`config.mk`:
```
export PLATFORM = sky130hd
export DESIGN_NAME = debounced_fault_monitor_flat
export DESIGN_NICKNAME = d
export VERILOG_FILES = /design/src/sv/dfm_pkg.sv /design/src/sv/dfm_if.sv /design/src/sv/dfm_debounce.sv /design/src/sv/debounced_fault_monitor.sv /design/src/flat_wrapper.sv
export SDC_FILE = /design/constraint.sdc
export NUM_CORES = 1
export LEC_CHECK = 0
export CAP_MARGIN = 10
export CELL_PAD_IN_SITES_DETAIL_PLACEMENT = 1
export CELL_PAD_IN_SITES_GLOBAL_PLACEMENT = 2
export CORE_ASPECT_RATIO = 0.5
export CORE_MARGIN = 1.5
export CORE_UTILIZATION = 33
export CTS_BUF_LIST = sky130_fd_sc_hd__clkbuf_16
export DETAILED_ROUTE_END_ITERATION = 8
export DONT_BUFFER_PORTS = 1
export GPL_ROUTABILITY_DRIVEN = 0
export MAX_ROUTING_LAYER = met4
export PLACE_DENSITY_LB_ADDON = 0.2
export SKIP_LAST_GASP = 1
export SLEW_MARGIN = 20
export SYNTH_ARGS = -nofsm -noshare
export SYNTH_HDL_FRONTEND = slang
export SYNTH_SLANG_ARGS = --single-unit
```
`constraint.sdc`:
```
create_clock -name i_clk -period 3.55 [get_ports i_clk]
set_input_delay 0.1775 -clock i_clk [delete_from_list [all_inputs] [get_ports i_clk]]
set_output_delay 0.1775 -clock i_clk [all_outputs]
set_load 0.02 [all_outputs]
```
`src/sv/dfm_pkg.sv`:
```
// ----------------------------------------------------------------------------
// dfm_pkg
// Shared types and constants of the debounced fault monitor: counter and
// sample widths, register indexes, reset values and transaction payloads.
// ----------------------------------------------------------------------------
package dfm_pkg;

    // Widths of counters, samples and packed limits
    localparam int COUNT_BITS  = 8;
    localparam int SAMPLE_BITS = 16;
    localparam int LIM_BITS    = 8;
    localparam int CMP_BITS    = (COUNT_BITS > LIM_BITS) ? COUNT_BITS : LIM_BITS;
    localparam int NCHAN       = 4;

    // Configuration port
    localparam int CFG_IDX_BITS  = 3;
    localparam int CFG_DATA_BITS = NCHAN * LIM_BITS;

    localparam logic [CFG_IDX_BITS-1:0] CFG_CURRENT_LIMIT      = CFG_IDX_BITS'(0);
    localparam logic [CFG_IDX_BITS-1:0] CFG_OVERVOLTAGE_LIMIT  = CFG_IDX_BITS'(1);
    localparam logic [CFG_IDX_BITS-1:0] CFG_UNDERVOLTAGE_LIMIT = CFG_IDX_BITS'(2);
    localparam logic [CFG_IDX_BITS-1:0] CFG_CONFIRM_COUNTS     = CFG_IDX_BITS'(3);
    localparam logic [CFG_IDX_BITS-1:0] CFG_HEAL_COUNTS        = CFG_IDX_BITS'(4);

    // Register reset values
    localparam int CURRENT_LIMIT_RST      = 65535;
    localparam int OVERVOLTAGE_LIMIT_RST  = 65535;
    localparam int UNDERVOLTAGE_LIMIT_RST = 0;

    // Channel order inside the packed limit registers
    localparam int CH_OC = 0;
    localparam int CH_OV = 1;
    localparam int CH_UV = 2;
    localparam int CH_OT = 3;

    // Input transaction
    typedef struct packed {
        logic [SAMPLE_BITS-1:0] current_sample;
        logic [SAMPLE_BITS-1:0] voltage_sample;
        logic                   contactor_pin_low;
        logic                   temp_pin_low;
        logic                   reversal_pin_low;
    } t_in_item;

    // Result transaction
    typedef struct packed {
        logic over_current;
        logic over_voltage;
        logic under_voltage;
        logic over_temperature;
        logic battery_reversed;
    } t_out_item;

    // Per-tick command to one debounce channel
    typedef struct packed {
        logic step;     // a sample is processed this cycle
        logic enable;   // channel is checked; low forces the flag off
        logic faulty;   // the sample is a fault sample
    } t_deb_cmd;

endpackage

```
`src/sv/dfm_if.sv`:
```
// ----------------------------------------------------------------------------
// dfm_if
// Valid/ready channels of the debounced fault monitor: sample input and
// fault flag result.
// ----------------------------------------------------------------------------
interface dfm_in_if
    import dfm_pkg::*;
();
    logic     valid;
    logic     ready;
    t_in_item data;

    modport source (output valid, output data, input ready);
    modport sink (input valid, input data, output ready);
endinterface

interface dfm_out_if
    import dfm_pkg::*;
();
    logic      valid;
    logic      ready;
    t_out_item data;

    modport source (output valid, output data, input ready);
    modport sink (input valid, input data, output ready);
endinterface

```
`src/sv/dfm_debounce.sv`:
```
// ----------------------------------------------------------------------------
// dfm_debounce
// One debounce channel: saturating fault and heal counters with confirm and
// heal limits, and the registered fault flag.
// ----------------------------------------------------------------------------
module dfm_debounce
    import dfm_pkg::*;
(
    input  logic                i_clk,
    input  logic                i_rst_n,
    input  t_deb_cmd            i_cmd,
    input  logic [LIM_BITS-1:0] i_confirm,
    input  logic [LIM_BITS-1:0] i_heal,
    output logic                o_flag
);

    localparam logic [COUNT_BITS-1:0] CNT_MAX = '1;

    logic [COUNT_BITS-1:0] r_fault, n_fault;
    logic [COUNT_BITS-1:0] r_heal, n_heal;
    logic                  r_flag, n_flag;
    logic [COUNT_BITS-1:0] fault_inc;
    logic [COUNT_BITS-1:0] heal_inc;

    // Saturating increments
    assign fault_inc = (r_fault == CNT_MAX) ? r_fault : r_fault + COUNT_BITS'(1);
    assign heal_inc  = (r_heal == CNT_MAX) ? r_heal : r_heal + COUNT_BITS'(1);

    // Advance counters and flag for one sample
    always_comb begin
        n_fault = r_fault;
        n_heal  = r_heal;
        n_flag  = r_flag;
        if (i_cmd.step) begin
            if (!i_cmd.enable) begin
                n_flag = 1'b0;
            end else if (i_cmd.faulty) begin
                n_fault = fault_inc;
                if (CMP_BITS'(fault_inc) >= CMP_BITS'(i_confirm)) begin
                    n_fault = COUNT_BITS'(i_confirm);
                    n_heal  = '0;
                    n_flag  = 1'b1;
                end
            end else begin
                n_heal = heal_inc;
                if (CMP_BITS'(heal_inc) > CMP_BITS'(i_heal)) begin
                    n_fault = '0;
                    n_heal  = COUNT_BITS'(i_heal);
                    n_flag  = 1'b0;
                end
            end
        end
    end

    always_ff @(posedge i_clk) begin
        if (!i_rst_n) begin
            r_fault <= '0;
            r_heal  <= '0;
            r_flag  <= 1'b0;
        end else begin
            r_fault <= n_fault;
            r_heal  <= n_heal;
            r_flag  <= n_flag;
        end
    end

    assign o_flag = r_flag;

endmodule

```
`src/sv/debounced_fault_monitor.sv`:
```
// ----------------------------------------------------------------------------
// debounced_fault_monitor
// Debounced overcurrent, overvoltage, undervoltage and over-temperature flags
// with battery reversal pass-through.
// ----------------------------------------------------------------------------
// One sample transaction enters per clock cycle while the result output is
// not stalled. A sample is held in the input register, and its result in
// the flag register. Each channel updates its counters for every processed
// sample. The four flags are the debounce state itself, so a result shows
// the flags after its own sample. While contactor_pin_low is 0 the three
// electrical flags read 0 and their counters hold. Write the configuration
// registers only while no transaction is in flight.
// ----------------------------------------------------------------------------
module debounced_fault_monitor
    import dfm_pkg::*;
(
    input  logic                     i_clk,
    input  logic                     i_rst_n,
    dfm_in_if.sink                   i_in,
    dfm_out_if.source                o_out,
    input  logic                     i_cfg_we,
    input  logic [CFG_IDX_BITS-1:0]  i_cfg_idx,
    input  logic [CFG_DATA_BITS-1:0] i_cfg_data
);

    // Configuration registers
    logic [SAMPLE_BITS-1:0]   r_cur_lim;
    logic [SAMPLE_BITS-1:0]   r_ov_lim;
    logic [SAMPLE_BITS-1:0]   r_uv_lim;
    logic [CFG_DATA_BITS-1:0] r_confirm;
    logic [CFG_DATA_BITS-1:0] r_heal;

    // Pipeline registers
    logic     r_in_valid, n_in_valid;
    t_in_item r_in;
    logic     r_out_valid, n_out_valid;
    logic     r_rev;

    logic             out_free;
    logic             advance;
    logic             in_take;
    logic [NCHAN-1:0] flags;
    logic [NCHAN-1:0] faulty;
    t_deb_cmd         cmd [NCHAN];

    // Write configuration
    always_ff @(posedge i_clk) begin
        if (!i_rst_n) begin
            r_cur_lim <= SAMPLE_BITS'(CURRENT_LIMIT_RST);
            r_ov_lim  <= SAMPLE_BITS'(OVERVOLTAGE_LIMIT_RST);
            r_uv_lim  <= SAMPLE_BITS'(UNDERVOLTAGE_LIMIT_RST);
            r_confirm <= '0;
            r_heal    <= '0;
        end else if (i_cfg_we) begin
            unique case (i_cfg_idx)
                CFG_CURRENT_LIMIT:      r_cur_lim <= SAMPLE_BITS'(i_cfg_data);
                CFG_OVERVOLTAGE_LIMIT:  r_ov_lim  <= SAMPLE_BITS'(i_cfg_data);
                CFG_UNDERVOLTAGE_LIMIT: r_uv_lim  <= SAMPLE_BITS'(i_cfg_data);
                CFG_CONFIRM_COUNTS:     r_confirm <= i_cfg_data;
                CFG_HEAL_COUNTS:        r_heal    <= i_cfg_data;
                default: begin
                end
            endcase
        end
    end

    // Handshake: the flag stage frees when empty or drained
    assign out_free   = !r_out_valid || o_out.ready;
    assign advance    = r_in_valid && out_free;
    assign i_in.ready = !r_in_valid || out_free;
    assign in_take    = i_in.valid && i_in.ready;

    always_comb begin
        n_in_valid = r_in_valid;
        if (in_take) begin
            n_in_valid = 1'b1;
        end else if (advance) begin
            n_in_valid = 1'b0;
        end
    end

    always_comb begin
        n_out_valid = r_out_valid;
        if (advance) begin
            n_out_valid = 1'b1;
        end else if (o_out.ready) begin
            n_out_valid = 1'b0;
        end
    end

    always_ff @(posedge i_clk) begin
        if (!i_rst_n) begin
            r_in_valid  <= 1'b0;
            r_out_valid <= 1'b0;
        end else begin
            r_in_valid  <= n_in_valid;
            r_out_valid <= n_out_valid;
        end
    end

    // Hold input sample and reversal pin
    always_ff @(posedge i_clk) begin
        if (in_take) begin
            r_in <= i_in.data;
        end
        if (advance) begin
            r_rev <= r_in.reversal_pin_low;
        end
    end

    // Classify the held sample
    assign faulty[CH_OC] = r_in.current_sample > r_cur_lim;
    assign faulty[CH_OV] = r_in.voltage_sample > r_ov_lim;
    assign faulty[CH_UV] = r_in.voltage_sample < r_uv_lim;
    assign faulty[CH_OT] = r_in.temp_pin_low;

    // Debounce channels; temperature runs regardless of the contactor
    for (genvar ch = 0; ch < NCHAN; ch++) begin : g_chan
        assign cmd[ch].step   = advance;
        assign cmd[ch].enable = (ch == CH_OT) ? 1'b1 : r_in.contactor_pin_low;
        assign cmd[ch].faulty = faulty[ch];

        dfm_debounce u_debounce (
            .i_clk     (i_clk),
            .i_rst_n   (i_rst_n),
            .i_cmd     (cmd[ch]),
            .i_confirm (r_confirm[ch*LIM_BITS +: LIM_BITS]),
            .i_heal    (r_heal[ch*LIM_BITS +: LIM_BITS]),
            .o_flag    (flags[ch])
        );
    end

    // Drive result transaction
    assign o_out.valid                 = r_out_valid;
    assign o_out.data.over_current     = flags[CH_OC];
    assign o_out.data.over_voltage     = flags[CH_OV];
    assign o_out.data.under_voltage    = flags[CH_UV];
    assign o_out.data.over_temperature = flags[CH_OT];
    assign o_out.data.battery_reversed = r_rev;

`ifndef SYNTHESIS
    // Contactor off clears the electrical flags of that result
    a_contactor_clears: assert property (@(posedge i_clk) disable iff (!i_rst_n)
        advance && !r_in.contactor_pin_low |=> flags[CH_UV:CH_OC] == '0)
        else $error("electrical flag set with contactor disabled");

    // Flags change only when a sample is processed
    a_flags_hold: assert property (@(posedge i_clk) disable iff (!i_rst_n)
        !advance |=> $stable(flags))
        else $error("fault flags changed without a sample");

    // Reversal result follows the processed sample
    a_reversal_copy: assert property (@(posedge i_clk) disable iff (!i_rst_n)
        advance |=> r_rev == $past(r_in.reversal_pin_low))
        else $error("battery reversal flag does not match sample");

    // A processed sample always yields a pending result
    a_result_pending: assert property (@(posedge i_clk) disable iff (!i_rst_n)
        advance |=> r_out_valid)
        else $error("processed sample produced no result");
`endif

endmodule
```
`src/flat_wrapper.sv`:
```
// flat-port wrapper written by rule: the top's interface ports become plain ports
module debounced_fault_monitor_flat import dfm_pkg::*;
  (i_clk, i_rst_n, i_cfg_we, i_cfg_idx, i_cfg_data, i_in_valid, i_in_data, i_in_ready, o_out_valid, o_out_data, o_out_ready);
  dfm_in_if i_in_i ();
  dfm_out_if o_out_i ();
  input  logic i_clk;
  input  logic i_rst_n;
  input  logic i_cfg_we;
  input  logic [CFG_IDX_BITS-1:0] i_cfg_idx;
  input  logic [CFG_DATA_BITS-1:0] i_cfg_data;
  input wire logic [$bits(i_in_i.valid)-1:0] i_in_valid;
  input wire logic [$bits(i_in_i.data)-1:0] i_in_data;
  output wire logic [$bits(i_in_i.ready)-1:0] i_in_ready;
  output wire logic [$bits(o_out_i.valid)-1:0] o_out_valid;
  output wire logic [$bits(o_out_i.data)-1:0] o_out_data;
  input wire logic [$bits(o_out_i.ready)-1:0] o_out_ready;
  assign i_in_i.valid = i_in_valid;
  assign i_in_i.data = i_in_data;
  assign i_in_ready = i_in_i.ready;
  assign o_out_valid = o_out_i.valid;
  assign o_out_data = o_out_i.data;
  assign o_out_i.ready = o_out_ready;
  debounced_fault_monitor u_core (.i_clk(i_clk), .i_rst_n(i_rst_n), .i_in(i_in_i), .o_out(o_out_i), .i_cfg_we(i_cfg_we), .i_cfg_idx(i_cfg_idx), .i_cfg_data(i_cfg_data));
endmodule
```
* Yosys cells after proc, flatten, opt, wreduce, memory -nomap -nowiden *
Cells that the tools add are included.

word-level totals
  register bits after elaboration = 218
  word-level logic and storage cells = 147
  input bits = 75
  output and inout port bits = 7

cells by class
  magnitude comparators = 11
  add/sub/neg operators = 8
  mux-type cells = 51
  eq/ne operators = 22
  reductions and logical operators = 30

operators by type and width
  cell                 count
  $mux 8               32
  $add 8x1->8 const B  8
  $eq 8x8->1 const B   8
  $ge 8x8->1           4
  $gt 16x16->1         2
  $gt 8x8->1           4
  $reduce_and 3->1     10
  $mux 1               19
  $ne 3x3->1 const B   6
  $lt 16x16->1         1
  $reduce_and 2->1     7
  $reduce_bool 2->1    6
  $ne 2x2->1 const B   4
  $eq 3x2->1 const B   2
  $eq 3x1->1 const B   1
  $eq 3x3->1 const B   1
  $logic_not 3->1      1
  $logic_and 1x1->1    2
  $logic_not 1->1      2
  $logic_or 1x1->1     2

* Logic depth before layout (Yosys ltp) *
  depth in word-level cells = 6
  gate-level depth with buffers = 14
  mapped depth without buffers = 13

* By module *
Synthesis repeated with hierarchy kept, for this count alone.

second synthesis, totals
  cell total of the unflattened synthesis = 1478
  area, all modules = 12520.8 µm²

modules (own cells, without submodules)
  module                                           seq. area each (µm²)  instances  area an instance (µm²)  cells each
  debounced_fault_monitor                          3363.2                1          6408.6                  676
  dfm_debounce at u_core.g_chan[2].u_debounce ...  340.3                 2          1520.2                  204
  dfm_debounce at u_core.g_chan[0].u_debounce      340.3                 1          1564.0                  195
  dfm_debounce at u_core.g_chan[1].u_debounce      340.3                 1          1507.7                  199

* Worst setup path after synthesis *
OpenSTA, ideal clock, no wires.

  kind = register to register
  from = register u_core.g_chan[1].u_debounce.r_heal[0]
  to = register u_core.g_chan[1].u_debounce.r_fault[0]
  arrival = 3108 ps
  stages on the path, launching flop included = 12
  period minus slack after synthesis = 3230 ps
  required time = 3428 ps
  slack = 320 ps
  setup time = 122 ps
  path buffers = 0
  cell sequence = dfxtp_1 -> ha_1 -> nand2_1 -> nor3_1 -> mux2_2 -> ha_1 -> nor2b_1 -> o211ai_1 -> a21oi_1 -> o21ai_0 -> o311a_4 -> a221o_1

between the ends
  longest elaborated chain between the ends = 5
  elaborated cells between the ends (all ways) = 6
  classes of those cells = add/sub (1); order compare (1); eq/ne (1); mux (1); reduce/logical (2)

RTL lines
  what                                              RTL line            source
  start, declared                                   dfm_debounce.sv:20  logic [COUNT_BITS-1:0] r_heal, n_heal;
  start signal, assigned                            dfm_debounce.sv:62  r_heal <= n_heal;
  $add 8x1->8 / $eq 8x8->1 (equally long branches)  dfm_debounce.sv:27  assign heal_inc = (r_heal == CNT_MAX) ? r_heal : r_heal + COUNT_BITS'(1);
  $mux 8 *                                          dfm_debounce.sv:27
  $gt 8x8->1 *                                      dfm_debounce.sv:46  if (CMP_BITS'(heal_inc) > CMP_BITS'(i_heal)) begin
  $reduce_bool 2->1 (no line) *                     -
  $reduce_and 3->1 (no line) *                      -
  end signal, assigned                              dfm_debounce.sv:61  r_fault <= n_fault;
  end, declared                                     dfm_debounce.sv:19  logic [COUNT_BITS-1:0] r_fault, n_fault;

Every way passes the cells marked *; elsewhere a longest branch is shown, timed or not.
A chain may end at the register's enable or synchronous reset.

* Worst setup path after layout *
  from = register u_core.g_chan[0].u_debounce.r_fault[0]
  to = register u_core.g_chan[0].u_debounce.r_fault[3]

between the ends
  longest elaborated chain between the ends = 5
  elaborated cells between the ends (all ways) = 6
  classes of those cells = add/sub (1); order compare (1); eq/ne (1); mux (3)

RTL lines
  what                                              RTL line            source
  start, declared                                   dfm_debounce.sv:19
  start signal, assigned                            dfm_debounce.sv:61
  $add 8x1->8 / $eq 8x8->1 (equally long branches)  dfm_debounce.sv:26  assign fault_inc = (r_fault == CNT_MAX) ? r_fault : r_fault + COUNT_BITS'(1);
  $mux 8 *                                          dfm_debounce.sv:26
  $ge 8x8->1                                        dfm_debounce.sv:39  if (CMP_BITS'(fault_inc) >= CMP_BITS'(i_confirm)) begin
  $mux 8 *                                          dfm_debounce.sv:39
  $mux 8 *                                          dfm_debounce.sv:37  end else if (i_cmd.faulty) begin

Marked as above.

==> results.json <==
{
  "fmaxAchievable_ghz": 0.3056,
  "grt_pass1_wl_um": 62510,
  "yosysTopAreaCellShare": 0.2924,
  "cellPowerDensity_mw_per_mm2": 394.7,
  "cts_tree": "done",
  "number_of_synthesized_flops_with_an_enable_pin": 36,
  "total_leakage_power_nw": 5.482,
  "row_count": 50,
  "hold_path.class": "primary input to flop",
  "number_of_global_route_vias_before_repair": 11519,
  "clock_tree.htree_level_count": 1,
  "vias_after_detailed_routing": 11076,
  "fin_area_mm2": 0.01468,
  "cp_data_arrival_time_ns": 3.71,
  "starting_drt_drc_count": 471,
  "place.detailed.hpwl_um": 27640,
  "placement.io_buffers": 0,
  "synth_net_count": 1695,
  "syn_inst": 1501,
  "routed_wirelength_um": 38760,
  "clock-skew-final_ns": 0.03141,
  "final_critical_path_setup_slack_ns": 0.2775,
  "cell_area_after_placement_mm2": 0.01304,
  "timing.max_slew.rel_slack": 0.3066,
  "register_area_mm2": 0.004725,
  "pre_cts_slack_ns": 0.04177,
  "worstMarginPinSlew_ns": 1.040,
  "final_non_filler_cells": 2081,
  "die_w_um": 277.8,
  "grt_overflow": 0,
  "grt_max_degree": 108,
  "yosysTopAreaCell": "sky130_fd_sc_hd__dfxtp_1",
  "fraction_of_synthesis_flops_using_an_asynchronous_set_or_reset_pin": 0,
  "die_h_um": 140.4,
  "post_cts_setup_inserts": 0,
  "antenna_found_initial": 1,
  "viasPerCell": 5.322,
  "layout_min_cycle_time_ns": 3.272,
  "setup_viol_count_final": 0,
  "start_util": 0.3342,
  "layout_commonest_cell": "sky130_fd_sc_hd__nand2_1",
  "synth_area_mm2": 0.01246,
  "vdd_drop_max_uv": 303.0,
  "wl_per_cell_um": 18.63,
  "average_cell_area_after_synthesis_um2": 8.302,
  "finalHoldViolCount": 0,
  "yosys_warnings": 0,
  "power_mw": 5.793,
  "worst_setup_hold_path_clk_slew_ns": 0.06,
  "final_layout_size_suffix_gt1_frac": 0.07188,
  "max_cap_violations": 0,
  "cts-buffers-inserted": 24,
  "core_area_mm2": 0.03729,
  "crit_path_end_kind": "flop",
  "synth_cell_types": 68,
  "fill_cells": 4380,
  "tritoncts_num_sinks": 218,
  "multi_input_logic_area_mm2": 0.007121,
  "synth-main-ff-cell": "sky130_fd_sc_hd__dfxtp_1",
  "detail_route.drc_violations": 0,
  "clk-insertion-delay-late_ns": 0.55,
  "drt.antenna.violating_nets": 0,
  "final_net_count": 1762,
  "netlist_top_cells_area": "sky130_fd_sc_hd__dfxtp_1 (29%), sky130_fd_sc_hd__ha_1 (12%), sky130_fd_sc_hd__edfxtp_1 (8.7%)",
  "period_share": 0.9218,
  "firstDrtPassIters": 4,
  "launching_element_type_of_the_critical_path": "flop",
  "die_area_mm2": 0.03901,
  "critical_path_peak_fanout": 6,
  "clock_tree.root_cell": "sky130_fd_sc_hd__clkbuf_16",
  "final-max-slew-violation-count": 0,
  "io_pins": 82,
  "synth_seq_area_share": 0.3792,
  "cts_max_path_buffers": 3,
  "cp.required_ns": 3.99,
  "placed_cells_incl_taps": 1960,
  "critical_path_class": "flop to flop",
  "status": "finished clean",
  "worst_hold_slack_ns": 0.04293,
  "ys_ff_latch": 218,
  "grt_use_total": 0.2055,
  "layout.cells.most_common_list": "sky130_fd_sc_hd__nand2_1 (265), sky130_fd_sc_hd__dfxtp_1 (182), sky130_fd_sc_hd__a21oi_1 (153)",
  "area.growth.synth_to_final_pct": 17.78
}
final timing paths:
path                                          startpoint                                     end  slack (ns)  depth (start not counted)
setup / recovery  u_core.g_chan[0].u_debounce.r_fault[0]  u_core.g_chan[0].u_debounce.r_fault[3]        0.28                         12
hold / removal                                   i_rst_n   u_core.g_chan[2].u_debounce.r_heal[1]        0.04                          2
setup reg to reg  u_core.g_chan[0].u_debounce.r_fault[0]  u_core.g_chan[0].u_debounce.r_fault[3]        0.28                         12
hold reg to reg                           u_core.r_in[0]                            u_core.r_rev        0.43                          0
routing by layer:
| layer | share of wire | global-route usage |
|---|---|---|
| met5 | 0 | - |
| met4 | 0.017 | 0.03911 |
| met3 | 0.037 | 0.03420 |
| met2 | 0.45 | 0.3324 |
| met1 | 0.50 | 0.2717 |
critical path, stage by stage (launching register included):
cell                        delay [ns]
sky130_fd_sc_hd__dfxtp_1          0.44
sky130_fd_sc_hd__ha_1             0.25
sky130_fd_sc_hd__nand2_1          0.15
sky130_fd_sc_hd__nor3_2           0.22
sky130_fd_sc_hd__nor3_1           0.09
sky130_fd_sc_hd__xor2_1           0.16
sky130_fd_sc_hd__ha_1             0.32
sky130_fd_sc_hd__a2111oi_2        0.49
sky130_fd_sc_hd__nor2b_1          0.24
sky130_fd_sc_hd__o21ai_2          0.13
sky130_fd_sc_hd__and3_1           0.19
sky130_fd_sc_hd__a31o_2           0.21
sky130_fd_sc_hd__a211o_1          0.28
final cells by class:
type | count | area share
clock inverter | 20 | 0.01202
multi-input combinational | 1101 | 0.4852
timing repair buffer | 100 | 0.06616
antenna | 1 | 0.0001705
inverter | 123 | 0.03154
clock buffer | 24 | 0.04092
tap | 494 | 0.04211
sequential | 218 | 0.3219
sequential cells by signal (all words and copies together), names as in the netlist:
register	count
u_core.g_chan.u_debounce.o_flag	4
u_core.r_in	33
u_core.g_chan.u_debounce.r_heal	32
u_core.cmd	2
u_core.g_chan.u_debounce.r_fault	32
u_core.o_out.valid	1
u_core.r_heal	32
u_core.r_uv_lim	16
u_core.r_confirm	32
u_core.r_rev	1
u_core.r_in_valid	1
u_core.r_ov_lim	16
u_core.r_cur_lim	16
synthesized netlist by cell type, types with 5 or more instances:
| cell | instances |
|---|---|
| sky130_fd_sc_hd__a21oi_1 | 156 |
| sky130_fd_sc_hd__and3_1 | 11 |
| sky130_fd_sc_hd__clkbuf_1 | 46 |
| sky130_fd_sc_hd__a31oi_1 | 12 |
| sky130_fd_sc_hd__xor2_1 | 13 |
| sky130_fd_sc_hd__nand3_1 | 46 |
| sky130_fd_sc_hd__or2_2 | 6 |
| sky130_fd_sc_hd__a21boi_0 | 5 |
| sky130_fd_sc_hd__nor3_1 | 28 |
| sky130_fd_sc_hd__ha_1 | 119 |
| sky130_fd_sc_hd__o21a_1 | 18 |
| sky130_fd_sc_hd__o221ai_1 | 7 |
| sky130_fd_sc_hd__o22ai_1 | 11 |
| sky130_fd_sc_hd__o211ai_1 | 44 |
| sky130_fd_sc_hd__nor4_1 | 7 |
| sky130_fd_sc_hd__nand2_1 | 266 |
| sky130_fd_sc_hd__o2bb2ai_1 | 29 |
| sky130_fd_sc_hd__nor2b_1 | 15 |
| sky130_fd_sc_hd__edfxtp_1 | 36 |
| sky130_fd_sc_hd__buf_1 | 5 |
| sky130_fd_sc_hd__inv_1 | 122 |
| sky130_fd_sc_hd__o21ai_1 | 5 |
| sky130_fd_sc_hd__dfxtp_1 | 182 |
| sky130_fd_sc_hd__mux2i_1 | 36 |
| sky130_fd_sc_hd__o21ai_0 | 42 |
| sky130_fd_sc_hd__buf_4 | 5 |
| sky130_fd_sc_hd__nand2b_1 | 12 |
| sky130_fd_sc_hd__mux2_2 | 12 |
| sky130_fd_sc_hd__a211oi_1 | 15 |
| sky130_fd_sc_hd__or3_1 | 6 |
| sky130_fd_sc_hd__xnor2_1 | 12 |
| sky130_fd_sc_hd__nor2_1 | 81 |
| sky130_fd_sc_hd__nand4_1 | 25 |
logic make-up after synthesis:
family	count (synthesis)	share of synthesized area
AOI/OAI and AO/OA	385	0.1985
xor gates and xnor gates	25	0.01757
adders and majority gates	119	0.1195
buffers and inverters	182	0.05663
DFF	218	0.3792
muxes	48	0.03976
and+or+nand+nor	524	0.1889
power breakdown:
group	internal (mW)	leakage [nW]	switching (mW)	total, mW
registers	2.58	1.82	0.0487	2.63
logic	0.241	3.25	0.392	0.633
clock network	1.45	0.406	1.08	2.53
through the flow:
step,utilization,setup TNS [ns]
final,0.3936,0
after global routing,0.3936,-0.001383
after CTS,0.3914,0
after detailed placement,0.3497,0
after global placement,0.3497,0
after floorplan,-,0
what timing repair did:
item | CTS | global route
gates resized for setup | 0 | 21
setup endpoints to repair | 0 | 56
endpoints found under the hold margin | 163 | 0
hold buffers | 76 | 0
No activity file was read; power rests on OpenSTA's default activity.
